===== src/rtl/skbh_pkg.sv =====
// Package with the shared types and constants of the keyed byte hash core.
package skbh_pkg;

   // Field and word widths.
   localparam int WORD_W   = 64;
   localparam int BYTE_W   = 8;
   localparam int FOLD_W   = 32;
   localparam int COUNT_W  = 4;
   localparam int BLOCK_BYTES = 16;
   localparam int CSR_ADDR_W  = 1;

   // Default number of cipher rounds per block.
   localparam int SKBH_ROUNDS = 32;

   // Rotation amounts of the round function.
   localparam int ROT_RIGHT = 8;
   localparam int ROT_LEFT  = 3;

   // Configuration register indexes.
   localparam logic [CSR_ADDR_W-1:0] CSR_KEY_LOW  = 1'b0;
   localparam logic [CSR_ADDR_W-1:0] CSR_KEY_HIGH = 1'b1;

   // Commands from the controller to the datapath.
   typedef struct packed {
      logic load;      // take the accepted transaction into the block buffer
      logic start;     // load the cipher registers and the key schedule
      logic round_en;  // run one cipher round
      logic emit;      // move the accumulator to the result register
   } cmd_type;

   // Status from the datapath to the controller.
   typedef struct packed {
      logic block_done;  // this byte completes a 16-byte block
      logic pad_needed;  // bytes are held after this transaction
      logic round_last;  // the current round is the final one
      logic out_free;    // the result register can take a new hash
   } status_type;

endpackage


===== src/rtl/skbh_datapath.sv =====
// Datapath of the keyed byte hash core: block buffer, cipher rounds, accumulator and result.
module skbh_datapath #(
   parameter int ROUNDS = skbh_pkg::SKBH_ROUNDS
) (
   input  logic                                clock,
   input  logic                                reset,
   input  skbh_pkg::cmd_type                   cmd,
   output skbh_pkg::status_type                status,
   input  logic [skbh_pkg::BYTE_W-1:0]         data_byte,
   input  logic                                has_byte,
   input  logic                                last_byte,
   input  logic                                csr_we,
   input  logic [skbh_pkg::CSR_ADDR_W-1:0]     csr_addr,
   input  logic [skbh_pkg::WORD_W-1:0]         csr_wdata,
   output logic                                out_valid,
   input  logic                                out_ready,
   output logic [skbh_pkg::WORD_W-1:0]         hash_wide,
   output logic [skbh_pkg::FOLD_W-1:0]         hash_narrow
);
   import skbh_pkg::*;

   localparam int RW = (ROUNDS > 1) ? $clog2(ROUNDS) : 1;
   localparam int BLOCK_W = 2 * WORD_W;

   logic [WORD_W-1:0]  key_low_ff, key_high_ff;
   logic [BLOCK_W-1:0] blk_ff, blk_merge;
   logic [COUNT_W-1:0] cnt_ff, cnt_next;
   logic [WORD_W-1:0]  acc_ff;
   logic [WORD_W-1:0]  c0_ff, c1_ff, s0_ff, s1_ff;
   logic [WORD_W-1:0]  x_in, y_in, a_in, b_in;
   logic [RW-1:0]      rnd_ff;
   logic               out_valid_ff;
   logic [WORD_W-1:0]  out_wide_ff;
   logic [FOLD_W-1:0]  out_narrow_ff;

   // Key registers, written by the configuration port.
   always_ff @(posedge clock) begin
      if (reset) begin
         key_low_ff  <= '0;
         key_high_ff <= '0;
      end else if (csr_we) begin
         case (csr_addr)
            CSR_KEY_LOW:  key_low_ff  <= csr_wdata;
            CSR_KEY_HIGH: key_high_ff <= csr_wdata;
            default:      ;
         endcase
      end
   end

   // Place the incoming byte at the current fill position.
   always_comb begin
      blk_merge = blk_ff;
      if (has_byte) begin
         for (int k = 0; k < BLOCK_BYTES; k++) begin
            if (cnt_ff == COUNT_W'(k)) begin
               blk_merge[k*BYTE_W +: BYTE_W] = data_byte;
            end
         end
      end
   end

   assign cnt_next = has_byte ? cnt_ff + 1'b1 : cnt_ff;

   // One cipher round and one key schedule step.
   always_comb begin
      x_in = ({c1_ff[ROT_RIGHT-1:0], c1_ff[WORD_W-1:ROT_RIGHT]} + c0_ff) ^ s0_ff;
      y_in = {c0_ff[WORD_W-ROT_LEFT-1:0], c0_ff[WORD_W-1:WORD_W-ROT_LEFT]} ^ x_in;
      b_in = ({s1_ff[ROT_RIGHT-1:0], s1_ff[WORD_W-1:ROT_RIGHT]} + s0_ff)
             ^ {{(WORD_W-RW){1'b0}}, rnd_ff};
      a_in = {s0_ff[WORD_W-ROT_LEFT-1:0], s0_ff[WORD_W-1:WORD_W-ROT_LEFT]} ^ b_in;
   end

   // Status toward the controller.
   always_comb begin
      status.block_done = has_byte && (cnt_ff == {COUNT_W{1'b1}});
      status.pad_needed = (cnt_next != '0);
      status.round_last = (rnd_ff == RW'(ROUNDS - 1));
      status.out_free   = !out_valid_ff || out_ready;
   end

   // Block buffer and fill count.
   always_ff @(posedge clock) begin
      if (reset) begin
         blk_ff <= '0;
         cnt_ff <= '0;
      end else if (cmd.load) begin
         blk_ff <= (cmd.start || last_byte) ? '0 : blk_merge;
         cnt_ff <= last_byte ? '0 : cnt_next;
      end
   end

   // Cipher working registers and round counter.
   always_ff @(posedge clock) begin
      if (cmd.start) begin
         c0_ff  <= blk_merge[WORD_W-1:0];
         c1_ff  <= blk_merge[BLOCK_W-1:WORD_W];
         s0_ff  <= key_low_ff;
         s1_ff  <= key_high_ff;
         rnd_ff <= '0;
      end else if (cmd.round_en) begin
         c0_ff  <= y_in;
         c1_ff  <= x_in;
         s0_ff  <= a_in;
         s1_ff  <= b_in;
         rnd_ff <= rnd_ff + 1'b1;
      end
   end

   // Accumulator: folds each finished block in, cleared when the hash leaves.
   always_ff @(posedge clock) begin
      if (reset) begin
         acc_ff <= '0;
      end else if (cmd.emit) begin
         acc_ff <= '0;
      end else if (cmd.round_en && status.round_last) begin
         acc_ff <= acc_ff ^ x_in ^ y_in;
      end
   end

   // Result register, held until the downstream side takes it.
   always_ff @(posedge clock) begin
      if (reset) begin
         out_valid_ff <= 1'b0;
      end else if (cmd.emit) begin
         out_valid_ff <= 1'b1;
      end else if (out_ready) begin
         out_valid_ff <= 1'b0;
      end
   end

   always_ff @(posedge clock) begin
      if (cmd.emit) begin
         out_wide_ff   <= acc_ff;
         out_narrow_ff <= acc_ff[WORD_W-1:FOLD_W] ^ acc_ff[FOLD_W-1:0];
      end
   end

   assign out_valid   = out_valid_ff;
   assign hash_wide   = out_wide_ff;
   assign hash_narrow = out_narrow_ff;

endmodule


===== src/rtl/skbh_ctrl.sv =====
// Controller state machine of the keyed byte hash core.
module skbh_ctrl (
   input  logic                 clock,
   input  logic                 reset,
   input  logic                 req_valid,
   input  logic                 last_byte,
   output logic                 req_ready,
   input  skbh_pkg::status_type status,
   output skbh_pkg::cmd_type    cmd
);
   import skbh_pkg::*;

   typedef enum logic [1:0] {
      ST_IDLE,
      ST_ROUND,
      ST_EMIT
   } state_type;

   state_type state_ff, state_in;
   logic      last_ff, last_in;
   logic      accept;

   assign req_ready = (state_ff == ST_IDLE);
   assign accept    = req_valid && req_ready;

   // Next state and commands.
   always_comb begin
      state_in     = state_ff;
      last_in      = last_ff;
      cmd.load     = 1'b0;
      cmd.start    = 1'b0;
      cmd.round_en = 1'b0;
      cmd.emit     = 1'b0;
      case (state_ff)
         ST_IDLE: begin
            if (accept) begin
               cmd.load = 1'b1;
               last_in  = last_byte;
               if (status.block_done || (last_byte && status.pad_needed)) begin
                  cmd.start = 1'b1;
                  state_in  = ST_ROUND;
               end else if (last_byte) begin
                  state_in = ST_EMIT;
               end
            end
         end
         ST_ROUND: begin
            cmd.round_en = 1'b1;
            if (status.round_last) begin
               state_in = last_ff ? ST_EMIT : ST_IDLE;
            end
         end
         ST_EMIT: begin
            if (status.out_free) begin
               cmd.emit = 1'b1;
               state_in = ST_IDLE;
            end
         end
         default: state_in = ST_IDLE;
      endcase
   end

   // State and the pending end-of-message flag.
   always_ff @(posedge clock) begin
      if (reset) begin
         state_ff <= ST_IDLE;
         last_ff  <= 1'b0;
      end else begin
         state_ff <= state_in;
         last_ff  <= last_in;
      end
   end

endmodule


===== src/rtl/speck_keyed_byte_hash_core.sv =====
// Keyed 64-bit byte-stream hash built on Speck128/128, at most one byte per transaction.
// The 16th byte of a block, or a transaction with tlast set while bytes are
// held, starts the cipher, which runs one round per cycle in a single shared
// round unit, so the block takes no next transaction until the final round.
// A tlast transaction then loads the result register, waiting for rsp_tready
// while an earlier hash is still held there. Each enciphered block is XORed
// into a 64-bit accumulator; the hash and its 32-bit fold leave on the rsp
// channel and the accumulator restarts from zero. The key is written through
// the csr port (index 0 low word, index 1 high word); the user must write it
// only while the block is idle, which the block itself does not enforce.
module speck_keyed_byte_hash_core #(
   parameter int ROUNDS = skbh_pkg::SKBH_ROUNDS
) (
   input  logic                                      clock,
   input  logic                                      reset,
   // Input channel.
   input  logic                                      req_tvalid,
   output logic                                      req_tready,
   input  logic [skbh_pkg::BYTE_W-1:0]               req_tdata,  // [7:0] data_byte
   input  logic                                      req_tuser,  // [0] has_byte
   input  logic                                      req_tlast,  // last_byte
   // Result channel.
   output logic                                      rsp_tvalid,
   input  logic                                      rsp_tready,
   // [63:0] hash_wide, [95:64] hash_narrow
   output logic [skbh_pkg::WORD_W+skbh_pkg::FOLD_W-1:0] rsp_tdata,
   // Configuration port.
   input  logic                                      csr_we,
   input  logic [skbh_pkg::CSR_ADDR_W-1:0]           csr_addr,
   input  logic [skbh_pkg::WORD_W-1:0]               csr_wdata
);
   import skbh_pkg::*;

   cmd_type           cmd;
   status_type        status;
   logic [WORD_W-1:0] hash_wide;
   logic [FOLD_W-1:0] hash_narrow;

   // Sequencing of load, rounds and result.
   skbh_ctrl u_ctrl (
      .clock     (clock),
      .reset     (reset),
      .req_valid (req_tvalid),
      .last_byte (req_tlast),
      .req_ready (req_tready),
      .status    (status),
      .cmd       (cmd)
   );

   // Buffer, cipher and accumulator.
   skbh_datapath #(
      .ROUNDS (ROUNDS)
   ) u_datapath (
      .clock       (clock),
      .reset       (reset),
      .cmd         (cmd),
      .status      (status),
      .data_byte   (req_tdata),
      .has_byte    (req_tuser),
      .last_byte   (req_tlast),
      .csr_we      (csr_we),
      .csr_addr    (csr_addr),
      .csr_wdata   (csr_wdata),
      .out_valid   (rsp_tvalid),
      .out_ready   (rsp_tready),
      .hash_wide   (hash_wide),
      .hash_narrow (hash_narrow)
   );

   assign rsp_tdata = {hash_narrow, hash_wide};

endmodule


===== config.mk =====
export PLATFORM = sky130hd
export DESIGN_NAME = speck_keyed_byte_hash_core
export DESIGN_NICKNAME = d
export VERILOG_FILES = /design/src/rtl/skbh_pkg.sv /design/src/rtl/skbh_datapath.sv /design/src/rtl/skbh_ctrl.sv /design/src/rtl/speck_keyed_byte_hash_core.sv
export SDC_FILE = /design/constraint.sdc
export NUM_CORES = 2
export LEC_CHECK = 0
export ABC_CLOCK_PERIOD_IN_PS = 8550
export BUFFER_PORTS_ARGS = -buffer_cell sky130_fd_sc_hd__buf_2
export CAP_MARGIN = 25
export CELL_PAD_IN_SITES_DETAIL_PLACEMENT = 0
export CELL_PAD_IN_SITES_GLOBAL_PLACEMENT = 1
export CORE_MARGIN = 2
export CORE_UTILIZATION = 45
export CTS_BUF_LIST = sky130_fd_sc_hd__clkbuf_4 sky130_fd_sc_hd__clkbuf_8
export DETAILED_ROUTE_END_ITERATION = 6
export HOLD_SLACK_MARGIN = 0.05
export PLACE_DENSITY_LB_ADDON = 0.1
export SLEW_MARGIN = 20
export SYNTH_ARGS = -nofsm -noshare
export SYNTH_HDL_FRONTEND = slang
export SYNTH_SLANG_ARGS = --single-unit
export TNS_END_PERCENT = 5

===== constraint.sdc =====
create_clock -name clock -period 8.55 [get_ports clock]
set_input_delay 0.855 -clock clock [delete_from_list [all_inputs] [get_ports clock]]
set_output_delay 0.855 -clock clock [all_outputs]
set_load 0.1 [all_outputs]

==> summary by stage <==
Global routing
The first global-routing pass estimated 174 mm of wire. The via count of the first global-routing pass is 28000. The pin count of the biggest net entering global routing is 207. Global routing finished with a remaining overflow of 0. The number of antenna violations at the first check in global routing is 4. For this run, the total global-route usage over all layers was measured as 0.276.

Timing
The final number of hold-violating endpoints is 0. On the final layout, the worst clock skew is 0.0495 ns. The setup TNS after final layout is 0 ns.

The share of the clock period used by the worst path is 0.501. The transition time at the pin with the least slew margin is 1.06 ns. The worst hold-check slack is 0.336 ns. Measured against its own limit, the worst slew margin works out to 0.291. The total of endpoints with negative setup slack in the final report is 0. Setup repair after global routing left no endpoint under its margin. The fmax is 234 MHz. The minimum clock period is 4.28 ns.

The max-slew violation count is 0.

Floorplanning
178 I/O pins were placed. The x dimension of the die is 288 um. The core box area is 80200 um^2. The full die area is 83000 um^2. The starting utilization of the core area is 0.453. The total number of placement rows is 104. The die is 288 um tall.

Placed design
The HPWL after detailed placement is 82.8 mm. Routability-driven placement finished with a final weighted congestion of 0.899. Input and output buffers added on the ports amount to 177.

Pwr
The share of total power dissipated in sequential elements is 0.312. The worst-case IR drop observed on VDD is 0.167 mV. The net switching share of the total power is 0.428. The analysis attributes to net switching a power of 6900 uW. The internal portion of total power is 9230 uW. Of the total power, combinational logic draws 0.488. Of the total power, the clock network draws 0.201. For this design the ratio of total power to cell area is 399 nW/um^2. In this run the static leakage power is 0.0153 uW.

Layout
The area growth from synthesis to layout is 11.4%. The register with the most flip-flops in the final layout is u_datapath.blk_ff. The register with the most flip-flops in the layout has 128 of them. The share of final-layout standard cells stronger than drive strength 1 is 0.107. After the last flow step, the layout net total stands at 4380.

Logic synthesis
Sorting the synthesized cells by area gives the leading types as edfxtp_1 29%, dfxtp_1 18%, nand2_1 11%. The synthesized design spends more area on one cell type than any other, namely edfxtp_1. The top flip-flop cell by instance count after synthesis is edfxtp_1. The async set-or-reset flop fraction in the synthesized netlist is 0. The number of flops mapped to enable cells by yosys is 352. After synthesis, the netlist uses 77 different library cells. Of the synthesized area, sequential elements account for 0.475.

The portion of synthesized cell area occupied by the leading cell type is 0.291. After synthesis, the most frequently instantiated cells are 1026 x nand2_1, 497 x a21oi_1, 352 x edfxtp_1, 333 x dfxtp_1, 282 x nor2_1. The net count of the mapped netlist is 4301. After synthesis the netlist holds a flip-flop and latch count of 685. The most frequent cell after synthesis is nand2_1. The count of warnings emitted by yosys is 0. In this run the cell area of the synthesized design comes to 36300 um^2.

The mean post-synth cell area is 8.89 um^2. The gate count of the mapped netlist is 4087.

Route
The total number of vias is 29400. In this run the remaining antenna-violating nets after routing total 0. The average wire length per cell after detail routing is 21.9 um. The wire length after detailed routing is 117 mm.

After the first detailed-routing iteration, the DRC count stood at 2400. For this run, design rule violations remaining after detail routing come to 0. The first TritonRoute pass finished after 5 iterations. After detailed routing, the number of vias per cell comes to 5.51.

Worst setup path
The sum of buffers and inverters on the critical path is 1. The worst register-to-register path begins at u_datapath.cnt_ff[0]$_SDFFE_PP0P_. The slowest stage of the critical path is the nand2_8 cell. The peak fanout along the critical path is 172. The critical path is of the flip-flop to flip-flop type. The slack of the worst reg-to-reg path is 4.27 ns. The timing endpoint of the critical path is u_datapath.s1_ff[33]$_DFFE_PP_. The critical path startpoint is u_datapath.cnt_ff[0]$_SDFFE_PP0P_. For the worst flop-to-flop path, the logic depth is 6. Traced cell by cell, the critical path runs through ha_1 > nand4_1 > nand2_1 > nand2_4 > nand2_8 > buf_12. The data arrival time of the critical path is 4.64 ns. The required time of the worst setup path is 8.91 ns. STA classifies the critical path startpoint as a flip-flop. On the critical path the largest part of the delay comes from simple AND/OR/NAND/NOR gates. The type of destination of the critical path is a flip-flop.

The highest cell delay on the worst timing path is 0.73 ns. The endpoint identified for the worst register-to-register timing path is u_datapath.s1_ff[33]$_DFFE_PP_. The critical path runs through a total of 6 cells.

Worst hold path
The path category of the worst min-delay check is primary input to flip-flop. The worst hold path begins at csr_wdata[15].

Clocking
The H-tree was split into 3 levels. The clock transition at the register clock pins on the worst setup and hold paths after CTS is 0.07 ns. The clock tree from TritonCTS is done.

After clock tree synthesis, the flow added hold-fix buffers numbering 0. CTS saw 685 sinks. Counting the buffers created by CTS gives 117. Post-CTS timing repair inserted 0 buffers for setup. The root buffer cell chosen for the clock tree is clkbuf_8. At the later pin of the worst-skew pair, clock insertion delay measures 0.79 ns.

The maximum buffer depth of the clock tree is 3. The total of cells resized after clock tree synthesis is 0.

Outcome
The run finished with clean final reports.

Job
The tool flagged a number of max-cap violations equal to 0.
[per-stage QoR]
| stage | cell area (um^2) | setup WS [ns] | total power (uW) | std cells | utilization |
|---|---|---|---|---|---|
| 3_3_place_gp | 37900 | 3.98 | 12900 | 5107 | 0.473 |
| 4_1_cts | 40500 | 4.30 | 16100 | 5330 | 0.505 |
| 3_5_place_dp | 37900 | 3.89 | 12800 | 5107 | 0.473 |
| 5_1_grt | 40500 | 4.05 | 17100 | 5332 | 0.505 |
| 2_1_floorplan | 36300 | 2.02 | 10600 | 4087 | - |
| 6_report | 40500 | 4.27 | 16100 | 5333 | 0.505 |
[worst min-delay path by stage]
stage	end	slack (ns)	cells past startpoint
5_1_grt	u_datapath.key_low_ff[28]$_SDFFE_PP0P_	0.30	3
2_1_floorplan	u_datapath.blk_ff[120]$_SDFFE_PP0P_	0.43	1
3_3_place_gp	u_datapath.blk_ff[52]$_SDFFE_PP0P_	0.44	2
6_report	u_datapath.key_low_ff[15]$_SDFFE_PP0P_	0.34	3
4_1_cts	u_datapath.key_low_ff[54]$_SDFFE_PP0P_	0.28	3
3_5_place_dp	u_datapath.blk_ff[121]$_SDFFE_PP0P_	0.44	1
[power groups by stage]
stage               clock (uW)  sequential, uW  combinational (uW)
global route              3440            5060                8640
floorplan                    0            4960                5620
global placement             0            5100                7770
finish                    3240            5030                7860
CTS                       3300            5040                7810
detailed placement           0            5100                7750
[layout by cell type, fill, tap and decap left out, drive strengths merged, types with 12 or more instances in the layout]
master,count
a21oi,498
nand3,36
xnor2,225
dfxtp,333
o21ai,165
nand4,46
o211ai,30
a21o,74
and2,25
o21a,20
and3,34
ha,132
nand2,1026
o21bai,18
mux2i,49
xor2,189
clkinv,42
a31oi,72
nor4,12
edfxtp,352
buf,199
nor2,282
nor3,29
nor2b,15
inv,42
nand2b,33
a211oi,13
clkbuf,171
[per-layer routing]
| layer | global-route usage | routed length (um) |
|---|---|---|
| met1 | 0.383 | 53100 |
| met2 | 0.449 | 54200 |
| met3 | 0.0348 | 5850 |
| met4 | 0.0859 | 3530 |
| met5 | 0 | 28 |
[area by class of cell]
cell class | count | area, um^2
inverters | 37 | 139
flip-flops and latches | 685 | 17200
clock buffers | 171 | 2120
diodes | 3 | 7.51
well taps | 1060 | 1330
multi-input cells | 3126 | 18100
clock inverters | 52 | 450
repair buffers | 199 | 1080
fillers | 7872 | 39700
[worst reg2reg max path: cells and delay by family (launching register included)]
family        cells  cell delay [ns]
buf+inv           1             0.76
flops             1             0.48
simple gates      4             2.04
fa+ha+maj         1             0.33
[logic make-up after synthesis]
logic type / share of synthesized area
and+or+nand+nor: 0.179
AOI/OAI and AO/OA: 0.154
DFF: 0.475
xor gates and xnor gates: 0.102
buffers and inverters: 0.0290
adders and majority gates: 0.0466
muxes: 0.0147
No activity file was read; power rests on OpenSTA's default activity.
